`src/hdl/siv_pkg.sv`:
```
`timescale 1ns / 1ps
`default_nettype none
// ----------------------------------------------------------------------------
// siv_pkg
// Types and constants shared by the script instruction validator.
// ----------------------------------------------------------------------------
package siv_pkg;

  localparam logic [7:0] OP_PUSH_LEN1    = 8'h4c;
  localparam logic [7:0] OP_PUSH_LEN2    = 8'h4d;
  localparam logic [7:0] OP_PUSH_LEN4    = 8'h4e;
  localparam logic [7:0] OP_LAST_PUSH    = 8'h60;
  localparam logic [7:0] OP_DATA_CARRIER = 8'h6a;
  localparam logic [7:0] OP_LAST_DEFINED = 8'hba;

  localparam logic [15:0] RESET_ELEMENT_LIMIT = 16'd520;
  localparam logic [31:0] RESET_SCRIPT_LIMIT  = 32'd10000;

  localparam int unsigned CFG_IDX_W  = 1;
  localparam int unsigned CFG_DATA_W = 32;

  localparam logic [CFG_IDX_W-1:0] CFG_ELEMENT_LIMIT = 1'b0;
  localparam logic [CFG_IDX_W-1:0] CFG_SCRIPT_LIMIT  = 1'b1;

  typedef enum logic [2:0] {
    PH_OPCODE  = 3'b001,
    PH_LENGTH  = 3'b010,
    PH_PAYLOAD = 3'b100
  } siv_phase_e;

  typedef struct packed {
    logic [7:0] data_byte;
    logic       byte_present;
    logic       last;
  } in_word_t;

  typedef struct packed {
    logic well_formed;
    logic valid_opcodes;
    logic push_only;
    logic unspendable;
  } out_word_t;

endpackage
`default_nettype wire

```
`src/hdl/siv_parse.sv`:
```
`timescale 1ns / 1ps
`default_nettype none
// ----------------------------------------------------------------------------
// siv_parse
// Per-script parse state; advances one input word per step and forms the
// four result flags for the word that ends a script.
// ----------------------------------------------------------------------------
module siv_parse
  import siv_pkg::*;
(
  input  wire logic        clk_i,
  input  wire logic        rst_ni,
  input  wire logic        step_i,
  input  wire in_word_t    in_i,
  input  wire logic [15:0] elem_limit_i,
  input  wire logic [31:0] script_limit_i,
  output      out_word_t   res_o
);

  siv_phase_e  phase_q, phase_d;
  logic [2:0]  len_left_q, len_left_d;
  logic [1:0]  len_idx_q, len_idx_d;
  logic [31:0] pay_left_q, pay_left_d;
  logic [31:0] cnt_q, cnt_d;
  logic        bad_q, bad_d;
  logic        nonpush_q, nonpush_d;
  logic        ret_q, ret_d;

  logic [7:0]  b;
  logic [31:0] pay_or;
  logic        over;
  logic        well;

  assign b      = in_i.data_byte;
  assign pay_or = pay_left_q | ({24'b0, b} << {len_idx_q, 3'b000});

  always_comb begin
    phase_d    = phase_q;
    len_left_d = len_left_q;
    len_idx_d  = len_idx_q;
    pay_left_d = pay_left_q;
    cnt_d      = cnt_q;
    bad_d      = bad_q;
    nonpush_d  = nonpush_q;
    ret_d      = ret_q;

    if (in_i.byte_present) begin
      if (cnt_q == '0 && b == OP_DATA_CARRIER) begin
        ret_d = 1'b1;
      end
      if (cnt_q != '1) begin
        cnt_d = cnt_q + 32'd1;
      end
      case (phase_q)
        PH_LENGTH: begin
          pay_left_d = pay_or;
          len_idx_d  = len_idx_q + 2'd1;
          if (len_left_q <= 3'd1) begin
            len_left_d = '0;
            if (pay_or > {16'b0, elem_limit_i}) begin
              bad_d = 1'b1;
            end
            phase_d = (pay_or != '0) ? PH_PAYLOAD : PH_OPCODE;
          end else begin
            len_left_d = len_left_q - 3'd1;
          end
        end
        PH_PAYLOAD: begin
          if (pay_left_q <= 32'd1) begin
            pay_left_d = '0;
            phase_d    = PH_OPCODE;
          end else begin
            pay_left_d = pay_left_q - 32'd1;
          end
        end
        default: begin
          phase_d = PH_OPCODE;
          if (b < OP_PUSH_LEN1) begin
            if ({8'b0, b} > elem_limit_i) begin
              bad_d = 1'b1;
            end
            pay_left_d = {24'b0, b};
            if (b != '0) begin
              phase_d = PH_PAYLOAD;
            end
          end else if (b <= OP_PUSH_LEN4) begin
            len_left_d = (b == OP_PUSH_LEN1) ? 3'd1 : (b == OP_PUSH_LEN2) ? 3'd2 : 3'd4;
            len_idx_d  = '0;
            pay_left_d = '0;
            phase_d    = PH_LENGTH;
          end else if (b > OP_LAST_DEFINED) begin
            bad_d = 1'b1;
          end
          if (b > OP_LAST_PUSH) begin
            nonpush_d = 1'b1;
          end
        end
      endcase
    end

    // count after this byte exceeds the limit, saturation included
    if (in_i.byte_present) begin
      over = (cnt_q >= script_limit_i) && ((cnt_q != '1) || (script_limit_i != '1));
    end else begin
      over = cnt_q > script_limit_i;
    end

    well                = (phase_d != PH_LENGTH) && (phase_d != PH_PAYLOAD);
    res_o.well_formed   = well;
    res_o.valid_opcodes = well && !bad_d;
    res_o.push_only     = well && !nonpush_d;
    res_o.unspendable   = ret_d || over;

    if (in_i.last) begin
      phase_d    = PH_OPCODE;
      len_left_d = '0;
      len_idx_d  = '0;
      pay_left_d = '0;
      cnt_d      = '0;
      bad_d      = 1'b0;
      nonpush_d  = 1'b0;
      ret_d      = 1'b0;
    end
  end

  always_ff @(posedge clk_i or negedge rst_ni) begin
    if (!rst_ni) begin
      phase_q    <= PH_OPCODE;
      len_left_q <= '0;
      len_idx_q  <= '0;
      pay_left_q <= '0;
      cnt_q      <= '0;
      bad_q      <= 1'b0;
      nonpush_q  <= 1'b0;
      ret_q      <= 1'b0;
    end else if (step_i) begin
      phase_q    <= phase_d;
      len_left_q <= len_left_d;
      len_idx_q  <= len_idx_d;
      pay_left_q <= pay_left_d;
      cnt_q      <= cnt_d;
      bad_q      <= bad_d;
      nonpush_q  <= nonpush_d;
      ret_q      <= ret_d;
    end
  end

`ifndef SYNTHESIS
  a_script_clear: assert property (@(posedge clk_i) disable iff (!rst_ni)
    (step_i && in_i.last) |=> (phase_q == PH_OPCODE && cnt_q == '0 && !ret_q))
    else $error("parse state not cleared after end of script");

  a_len_idle: assert property (@(posedge clk_i) disable iff (!rst_ni)
    (phase_q != PH_LENGTH) |-> (len_left_q == '0))
    else $error("length bytes pending outside length phase");

  a_payload_nonzero: assert property (@(posedge clk_i) disable iff (!rst_ni)
    (phase_q == PH_PAYLOAD) |-> (pay_left_q != '0))
    else $error("payload phase with nothing left");
`endif

endmodule
`default_nettype wire

```
`src/hdl/script_instruction_validator_core.sv`:
```
`timescale 1ns / 1ps
`default_nettype none
// ----------------------------------------------------------------------------
// script_instruction_validator_core
// Streaming script checker: one script byte per input word, four flags out.
//
// Input channel: in_valid_i / in_stall_o / in_i, one word per byte, plus an
// optional end-only word. A word with last set ends the script and yields one
// result word on out_valid_o / out_stall_i / out_o; other words yield none.
// Once its last word is accepted into the input register, the parse update
// loads the result into the result register.
// Throughput: one word per cycle unless the input side stalls.
// The input side stalls only when an ending word is held while the result
// register is full and the receiver stalls.
// Reset clears the parse state and both pipeline valids, and loads the limits
// with 520 (element) and 10000 (script). Limits are written through cfg_*;
// the user must write them only while no script is in flight, which the block
// itself does not enforce; index 0 is the element limit, 1 the script limit.
// ----------------------------------------------------------------------------
module script_instruction_validator_core
  import siv_pkg::*;
(
  input  wire logic                  clk_i,
  input  wire logic                  rst_ni,
  input  wire logic                  in_valid_i,
  output      logic                  in_stall_o,
  input  wire in_word_t              in_i,
  output      logic                  out_valid_o,
  input  wire logic                  out_stall_i,
  output      out_word_t             out_o,
  input  wire logic                  cfg_we_i,
  input  wire logic [CFG_IDX_W-1:0]  cfg_idx_i,
  input  wire logic [CFG_DATA_W-1:0] cfg_data_i
);

  logic        in_valid_q;
  in_word_t    in_q;
  logic        out_valid_q;
  out_word_t   out_q;
  logic [15:0] elem_limit_q;
  logic [31:0] script_limit_q;
  logic        adv;
  out_word_t   res;

  assign adv        = in_valid_q && (!in_q.last || !out_valid_q || !out_stall_i);
  assign in_stall_o = in_valid_q && !adv;

  always_ff @(posedge clk_i or negedge rst_ni) begin
    if (!rst_ni) begin
      elem_limit_q   <= RESET_ELEMENT_LIMIT;
      script_limit_q <= RESET_SCRIPT_LIMIT;
    end else if (cfg_we_i) begin
      case (cfg_idx_i)
        CFG_ELEMENT_LIMIT: elem_limit_q   <= cfg_data_i[15:0];
        CFG_SCRIPT_LIMIT:  script_limit_q <= cfg_data_i[31:0];
        default: ;
      endcase
    end
  end

  always_ff @(posedge clk_i or negedge rst_ni) begin
    if (!rst_ni) begin
      in_valid_q <= 1'b0;
    end else if (!in_stall_o) begin
      in_valid_q <= in_valid_i;
    end
  end

  always_ff @(posedge clk_i) begin
    if (!in_stall_o) begin
      in_q <= in_i;
    end
  end

  siv_parse u_parse (
    .clk_i          (clk_i),
    .rst_ni         (rst_ni),
    .step_i         (adv),
    .in_i           (in_q),
    .elem_limit_i   (elem_limit_q),
    .script_limit_i (script_limit_q),
    .res_o          (res)
  );

  always_ff @(posedge clk_i or negedge rst_ni) begin
    if (!rst_ni) begin
      out_valid_q <= 1'b0;
    end else if (adv && in_q.last) begin
      out_valid_q <= 1'b1;
    end else if (!out_stall_i) begin
      out_valid_q <= 1'b0;
    end
  end

  always_ff @(posedge clk_i) begin
    if (adv && in_q.last) begin
      out_q <= res;
    end
  end

  assign out_valid_o = out_valid_q;
  assign out_o       = out_q;

`ifndef SYNTHESIS
  a_stall_cause: assert property (@(posedge clk_i) disable iff (!rst_ni)
    in_stall_o |-> (in_q.last && out_valid_q && out_stall_i))
    else $error("input stalled without a blocked result");

  a_result_loaded: assert property (@(posedge clk_i) disable iff (!rst_ni)
    (adv && in_q.last) |=> out_valid_q)
    else $error("ending word did not produce a result");

  a_result_kept: assert property (@(posedge clk_i) disable iff (!rst_ni)
    (out_valid_q && out_stall_i && !(adv && in_q.last)) |=> (out_valid_q && $stable(out_q)))
    else $error("stalled result lost or overwritten");
`endif

endmodule
`default_nettype wire

```
`config.mk`:
```
export PLATFORM = sky130hd
export DESIGN_NAME = script_instruction_validator_core
export DESIGN_NICKNAME = d
export VERILOG_FILES = /design/src/hdl/siv_pkg.sv /design/src/hdl/siv_parse.sv /design/src/hdl/script_instruction_validator_core.sv
export SDC_FILE = /design/constraint.sdc
export NUM_CORES = 1
export LEC_CHECK = 0
export ABC_AREA = 1
export BUFFER_PORTS_ARGS = -buffer_cell sky130_fd_sc_hd__buf_4
export CAP_MARGIN = 10
export CORE_MARGIN = 4
export CORE_UTILIZATION = 28
export CTS_CLUSTER_DIAMETER = 50
export DETAILED_ROUTE_END_ITERATION = 8
export PLACE_DENSITY = 0.51
export SLEW_MARGIN = 10
export SYNTH_ARGS = -nofsm -noshare
export SYNTH_HDL_FRONTEND = slang
export SYNTH_SLANG_ARGS = --single-unit
```
`constraint.sdc`:
```
create_clock -name clk_i -period 3.9 [get_ports clk_i]
set_input_delay 0.195 -clock clk_i [delete_from_list [all_inputs] [get_ports clk_i]]
set_output_delay 0.195 -clock clk_i [all_outputs]
set_load 0.01 [all_outputs]
```
==> metrics.md, run 1 <==
| Metric | Value |
|---|---|
| Status | `complete, no violations` |
| # setup viols final | `0` |
| Internal Power | `2.725 mW` |
| Setup TNS | `0 ns` |
| Period Utilization, post-route | `74.10%` |
| Final Skew | `0.01040 ns` |
| Post-CTS Resized | `0` |
| #FFs+latches synth | `139` |
| CP top delay family | `simple AND/OR/NAND/NOR gates` |
| Combinational power share | `21.4%` |
| Cts bufs inserted | `17` |
| Sw frac | `34.14%` |
| Layout cells sized above 1 | `11.52%` |
| Worst-path maximum fanout | `36` |
| Crit-path slowest cell | `nor3_4` |
| Post-synth top area share | `29.93%` |
| WL/cell | `16.00 µm` |
| CP Cell Sequence | `nor3_4 -> nor2_1 -> clkinv_1 -> nor3_2 -> a21oi_4 -> buf_4 -> nand2_2 -> nor2_4 -> nand2_1 -> o21ai_0` |
| Worst IR Drop VDD | `313.1 µV` |
| Synthesized instance count | `1346` |
| Syn avg cell area | `7.266 µm²` |
| Ports | `54` |
| Worst path buffer plus inverter count | `2` |
| CP Class | `reg -> reg` |
| Hold Fails Final Rpt | `0` |
| Max cap viols | `0` |
| Rows | `68` |
| Number of global-route vias before repair | `8870` |
| Port bufs | `53` |
| FFs w/ async S/R, synth | `89.93%` |
| FMAX | `346.0 MHz` |
| Total inserted antenna cells | `0` |
| Sinks on the clock net | `139` |
| Yosys top cell by area | `dfrtp_1` |
| WP data required | `4.25 ns` |
| Root Driver | `clkbuf_16` |
| Leakage Power | `5.462 nW` |
| Relative slew slack | `30.27%` |
| Clock group share of total power | `38.3%` |
| Area Overhead vs Synth | `15.81%` |
| H-tree depth | `4` |
| Largest cells by area after synthesis | `dfrtp_1 (30%), nand2_1 (12%), ha_1 (7.9%)` |
| Initial core utilization | `28.38%` |
| Final ANT Viol Nets | `0` |
| Hold WS | `0.01625 ns` |
| Overall global routing resource usage | `15.72%` |
| RePlAce Congestion | `0.8640` |
| Worst stage delay on the critical path | `0.73 ns` |
| Seq pwr share | `40.2%` |
| Synth warn | `0` |
| Synth cell types | `50` |
| Vias per inst | `4.847` |
| Largest net degree at the start of global routing | `93` |
| Most common cell in the synthesized netlist | `nand2_1` |
| Top_reg_cell synth | `dfrtp_1` |
| Seq/Total Area, Yosys | `36.38%` |
| WP data arrival | `3.24 ns` |
| Pwr/cell area | `365.2 nW/µm²` |
| CTS tree | `yes` |
| Routed WL | `29.93 mm` |
| Final Critical Period | `2.890 ns` |
| Tightest Pin Transition | `1.042 ns` |
| GRT Residual Overflow | `0` |
| Pre-Repair DR Iteration Count | `7` |
| Syn Std Cell Area | `9781 µm²` |
| Final core area utilization | `32.87%` |
| Clk buf depth | `2` |
| Type of origin of the critical path | `flip-flop` |
| First-pass GRT wire length | `48.34 mm` |
| Unrepaired setup endpoints after global routing | `no` |
| Initial antenna violation count | `0` |
| Synth Net Count | `1456` |
| Critical Path End Type | `flip-flop` |
| Max-slew violations | `0` |
| DRC viols | `0` |
| HPWL after DPL | `22.60 mm` |
| CTS clk-pin slew, worst paths | `0.07 ns` |
| Die W | `194.9 µm` |
| Core ar. | `34460 µm²` |
| Post-CTS setup buffer count | `0` |
| Die area | `37980 µm²` |
| EDFF count, synth | `14` |
| Class of the worst hold path | `in -> reg` |
| Clock Latency Late Sink | `0.43 ns` |
| DRT iter0 DRCs | `626` |
| Die Y-Extent | `194.9 µm` |
| P_sw | `1.412 mW` |
| Nets | `1512` |
| Post-synth top cells | `nand2_1 (307), inv_1 (164), o21ai_0 (131)` |
| Via count | `9064` |
logic make-up (layout without fill, tap and decap cells):
logic type	Yosys count	in the layout	synth area share, %
buf+inv	225	294	9.582
fa+ha+maj	62	62	7.931
xor+xnor	33	33	2.955
flops	139	139	36.38
compound gates	244	244	13.74
simple gates	643	643	29.41
power by group through the flow:
| stage | Clock, mW | Sequential (mW) | Combinational [mW] |
|---|---|---|---|
| 5_1_grt | 1.68 | 1.68 | 1.02 |
| 3_3_place_gp | 0 | 1.69 | 0.862 |
| 2_1_floorplan | 0 | 1.65 | 0.635 |
| 3_5_place_dp | 0 | 1.69 | 0.871 |
| 6_report | 1.59 | 1.66 | 0.887 |
| 4_1_cts | 1.62 | 1.66 | 0.896 |
final cells by class:
cell class | count | area, µm²
repair buffers | 82 | 674.4
well taps | 455 | 569.3
multi-input cells | 982 | 5288
flip-flops and latches | 139 | 3558
clock buffers | 17 | 425.4
inverters | 180 | 680.7
fillers | 3752 | 23130
clock inverters | 15 | 131.4
cells in the final DEF, fill, tap and decap left out, types with 13 or more instances in the layout:
cell type,count
a21oi_1,68
buf_4,59
clkbuf_16,17
dfrtp_1,117
dlygate4sd3_1,22
edfxtp_1,14
ha_1,62
inv_1,164
inv_2,13
nand2_1,306
nand3_1,91
nand4_1,46
nor2_1,121
nor3_1,27
nor4_1,16
o21ai_0,131
o21ai_2,17
xor2_1,32
worst paths after layout:
path | endpoint | start | slack [ns] | depth (start not counted)
max in group asynchronous | u_parse.cnt_q[27]$_DFFE_PN0P_ | rst_ni | 2.64 | 3
setup reg to reg | u_parse.pay_left_q[21]$_DFFE_PN0P_ | u_parse.phase_q[2]$_DFFE_PN0P_ | 1.01 | 10
hold / removal | script_limit_q[23]$_DFFE_PN0P_ | cfg_data_i[23] | 0.02 | 3
setup / recovery | u_parse.pay_left_q[21]$_DFFE_PN0P_ | u_parse.phase_q[2]$_DFFE_PN0P_ | 1.01 | 10
hold reg to reg | elem_limit_q[6]$_DFFE_PN0P_ | elem_limit_q[6]$_DFFE_PN0P_ | 0.49 | 2
min in group asynchronous | u_parse.pay_left_q[17]$_DFFE_PN0P_ | rst_ni | 0.43 | 2
sequential cells by signal (all words and copies together) (netlist names):
name / cells
u_parse.ret_q: 1
u_parse.nonpush_q: 1
out_valid_o: 1
script_limit_q: 32
elem_limit_q: 16
out_o: 4
u_parse.len_idx_q: 2
u_parse.phase_q: 3
u_parse.cnt_q: 32
u_parse.len_left_q: 3
u_parse.bad_q: 1
in_valid_q: 1
u_parse.pay_left_q: 32
in_q: 10
worst min-delay path, stage by stage:
cell and delay [ns]:
buf_4 0.08, nor2_1 0.04, a21oi_1 0.10
metrics by stage:
stage / instances / cell area, µm² / power (mW) / worst slack, ns
floorplan: 1346 / 9781 / 2.287 / 1.782
global placement: 1816 / 10550 / 2.552 / 1.077
detailed placement: 1816 / 10550 / 2.563 / 1.035
CTS: 1870 / 11330 / 4.182 / 0.9891
global route: 1870 / 11330 / 4.384 / 0.7265
finish: 1870 / 11330 / 4.137 / 1.010
metal layers:
layer	track usage, %	share of wire, %
met1	20.51	45
met2	27.22	50
met5	0	0
met3	2.427	3.9
met4	4.138	1.8
repair_timing:
action | CTS | global route
endpoints found under the setup margin | 0 | 0
hold buffers | 22 | 0
endpoints found under the hold margin | 103 | 0
No activity file was read; power rests on OpenSTA's default activity.
==> run 2: changes to the inputs <==
--- a/config.mk
+++ b/config.mk
@@ -12,7 +12,7 @@
 export CORE_UTILIZATION = 28
 export CTS_CLUSTER_DIAMETER = 50
 export DETAILED_ROUTE_END_ITERATION = 8
-export PLACE_DENSITY = 0.51
+export PLACE_DENSITY = 0.52
 export SLEW_MARGIN = 10
 export SYNTH_ARGS = -nofsm -noshare
 export SYNTH_HDL_FRONTEND = slang
==> constraint.sdc (replaced) <==
create_clock -name clk_i -period 2.5 [get_ports clk_i]
set_input_delay 0.125 -clock clk_i [delete_from_list [all_inputs] [get_ports clk_i]]
set_output_delay 0.125 -clock clk_i [all_outputs]
set_load 0.01 [all_outputs]
==> run 2 against run 1 <==
Clock skew up 0.0031 ns. First-iteration DRC count shrank 0.96%. Critical path depth increased by 3. Die area unchanged. Maximum frequency is 24% higher. Register-to-register slack worse by 0.84 ns. Sequential share of layout area is 1.5 points lower. Largest power group unchanged. Highest routed layer unchanged.
==> metrics.md, run 2 (synthesized netlist as in run 1, its figures left out) <==
| Metric | Value |
|---|---|
| Reg-to-reg slack, setup | `0.17 ns (-0.84 ns)` |
| Worst R2R Start | `u_parse.cnt_q[1]$_DFFE_PN0P_` |
| Class of the worst hold path | `in -> reg` |
| Pwr/cell area | `558.2 nW/µm² (+53%)` |
| Type of origin of the critical path | `flip-flop` |
| P_sw | `2.278 mW (+61%)` |
| Critical Path End Type | `flip-flop` |
| Worst IR Drop VDD | `441.5 µV (+41%)` |
| Unrepaired setup endpoints after global routing | `no` |
| Root Driver | `clkbuf_16` |
| Most common cell after layout, fill and taps aside | `nand2_1` |
| Initial core utilization | `28.38% (unchanged)` |
| Min-Delay Startpoint | `cfg_data_i[0]` |
| GRT Residual Overflow | `0 (unchanged)` |
| Combinational power share | `22.8% (+1.4 points)` |
| Area Overhead vs Synth | `21.71%` |
| Cts bufs inserted | `17 (unchanged)` |
| # setup viols final | `0 (unchanged)` |
| Overall global routing resource usage | `16.17% (+0.45 points)` |
| Max-slew violations | `0 (unchanged)` |
| CTS tree | `yes` |
| Period Utilization, post-route | `93.10% (+19 points)` |
| CTS clk-pin slew, worst paths | `0.07 ns (about the same)` |
| Sw frac | `34.27% (+0.14 points)` |
| Initial antenna violation count | `0 (unchanged)` |
| First-pass GRT wire length | `49.36 mm (+2.1%)` |
| Pre-Repair DR Iteration Count | `5 (-2)` |
| FMAX | `429.6 MHz (+24%)` |
| Worst hold endpoint | `script_limit_q[0]$_DFFE_PN0P_` |
| Pre-CTS setup slack | `0.06092 ns (-0.9744 ns)` |
| Final Critical Period | `2.328 ns (-0.5622 ns)` |
| Die W | `194.9 µm (unchanged)` |
| Hold Fails Final Rpt | `0 (unchanged)` |
| CP Cell Sequence | `ha_2 -> nand3_4 -> nor3_4 -> inv_2 -> nor2_4 -> inv_2 -> nor3_4 -> nand2_2 -> nand2_4 -> nand2_8 -> buf_4 -> nand3_1 -> o21ai_1` |
| Clk buf depth | `2 (unchanged)` |
| WP data required | `2.82 ns (-1.43 ns)` |
| WP data arrival | `2.65 ns (-0.59 ns)` |
| Worst r2r path cells | `13 (+3)` |
| Die area | `37980 µm² (unchanged)` |
| Setup ws final | `0.1724 ns (-0.8378 ns)` |
| DRT iter0 DRCs | `620 (-0.96%)` |
| RePlAce Congestion | `0.9318 (+7.8%)` |
| Internal Power | `4.368 mW (+60%)` |
| Number of global-route vias before repair | `9194 (+3.7%)` |
| R2R Path End | `u_parse.cnt_q[15]$_DFFE_PN0P_` |
| Ports | `54 (unchanged)` |
| Max cap viols | `0 (unchanged)` |
| Routed WL | `30.45 mm (+1.8%)` |
| WL/cell | `15.79 µm (-1.3%)` |
| Die Y-Extent | `194.9 µm (unchanged)` |
| Worst stage delay on the critical path | `0.39 ns (-0.34 ns)` |
| Total inserted antenna cells | `0 (unchanged)` |
| Via count | `9453 (+4.3%)` |
| Largest net degree at the start of global routing | `65 (-30%)` |
| Fill count | `3663 (-2.4%)` |
| Final Skew | `0.01347 ns (+0.003066 ns)` |
| Power Total | `6.645 mW (+61%)` |
| Clock group share of total power | `38.4% (about the same)` |
| Port bufs | `53 (unchanged)` |
| Most frequent cells in the layout | `nand2_1 (305), inv_1 (164), o21ai_0 (131)` |
| Sinks on the clock net | `139 (unchanged)` |
| Clock Latency Late Sink | `0.44 ns (about the same)` |
| Final ANT Viol Nets | `0 (unchanged)` |
| Dpl cells | `1853 (+2.0%)` |
| Relative slew slack | `30.08% (-0.19 points)` |
| Non-Filler Instances | `1929 (+3.2%)` |
| Tightest Pin Transition | `1.045 ns (+0.002864 ns)` |
| DRC viols | `0 (unchanged)` |
| Leakage Power | `5.791 nW (+6.0%)` |
| Nets | `1571 (+3.9%)` |
| Crit-path slowest cell | `dfrtp_1` |
| HPWL after DPL | `23.08 mm (+2.1%)` |
| H-tree depth | `4 (unchanged)` |
| Vias per inst | `4.900 (+1.1%)` |
| Hold path depth | `3 (unchanged)` |
| CP Class | `reg -> reg` |
| Status | `complete, no violations` |
| Layout cells sized above 1 | `14.11% (+2.6 points)` |
| Setup TNS | `0 ns (unchanged)` |
| Core ar. | `34460 µm² (unchanged)` |
| Rows | `68 (unchanged)` |
| Seq pwr share | `38.8% (-1.4 points)` |
| Worst-path maximum fanout | `17 (-53%)` |
| Largest registers | `script_limit_q x32, u_parse.cnt_q x32, u_parse.pay_left_q x32` |
-- run 2: how the worst max path moves through the flow --
stage	from	slack (ns)	depth (start not counted)	to
after floorplan	u_parse.len_idx_q[0]$_DFFE_PN0P_	0.38	19	out_o[2]$_DFFE_PP_
after global routing	u_parse.len_idx_q[0]$_DFFE_PN0P_	0.0003	14	out_o[1]$_DFFE_PP_
after global placement	u_parse.cnt_q[1]$_DFFE_PN0P_	0.03	13	u_parse.cnt_q[16]$_DFFE_PN0P_
after detailed placement	u_parse.cnt_q[1]$_DFFE_PN0P_	0.06	14	u_parse.cnt_q[3]$_DFFE_PN0P_
after CTS	u_parse.cnt_q[1]$_DFFE_PN0P_	0.04	13	u_parse.cnt_q[15]$_DFFE_PN0P_
final	u_parse.cnt_q[1]$_DFFE_PN0P_	0.17	13	u_parse.cnt_q[15]$_DFFE_PN0P_
-- run 2: metrics by stage --
step	hold WS (ns)	cell area (µm²)	utilization, %
detailed placement	0.1709	10870	31.53
CTS	0.0008165	11840	34.36
floorplan	-0.1706	9781	-
global route	0.007205	11900	34.55
global placement	0.1683	10870	31.53
finish	0.005594	11900	34.55
-- run 2: cell type report --
cell class	count	area [µm²]	share of cell area, %
clock buffers	17	425.4	3.574
clock inverters	15	147.6	1.240
flip-flops and latches	139	3558	29.89
repair buffers	141	1200	10.08
inverters	180	680.7	5.718
multi-input cells	982	5323	44.71
well taps	455	569.3	4.782
-- run 2: worst max-delay path, delay by kind of cell, from the launching register on --
kind / cells / cell delay, ns
buf+inv: 3 / 0.36
simple gates: 8 / 1.15
flops: 1 / 0.39
fa+ha+maj: 1 / 0.23
compound gates: 1 / 0.07
-- run 2: timing repair --
item / in CTS / in global routing
buffers inserted: 0 / 4
hold endpoints to repair: 104 / 0
hold buffers: 40 / 0
endpoints found under the setup margin: 0 / 29
gates resized for setup: 0 / 7
-- run 2: per-layer routing --
metal  up-vias  wire length (µm)  GRT usage, %  share of wire (%)
met5         -                 0             0                  0
met4         0               877         5.767                2.9
met3        60              1026         2.461                3.4
met2       218             15150         27.97                 50
met1      4474             13400         20.51                 44
li1       4701                 -             -                  -
-- run 2: power groups by stage --
stage	Clock [mW]	Combinational [mW]	Sequential, mW
5_1_grt	2.72	1.74	2.60
3_5_place_dp	0	1.45	2.62
2_1_floorplan	0	0.991	2.58
3_3_place_gp	0	1.44	2.62
4_1_cts	2.61	1.51	2.58
6_report	2.55	1.51	2.58
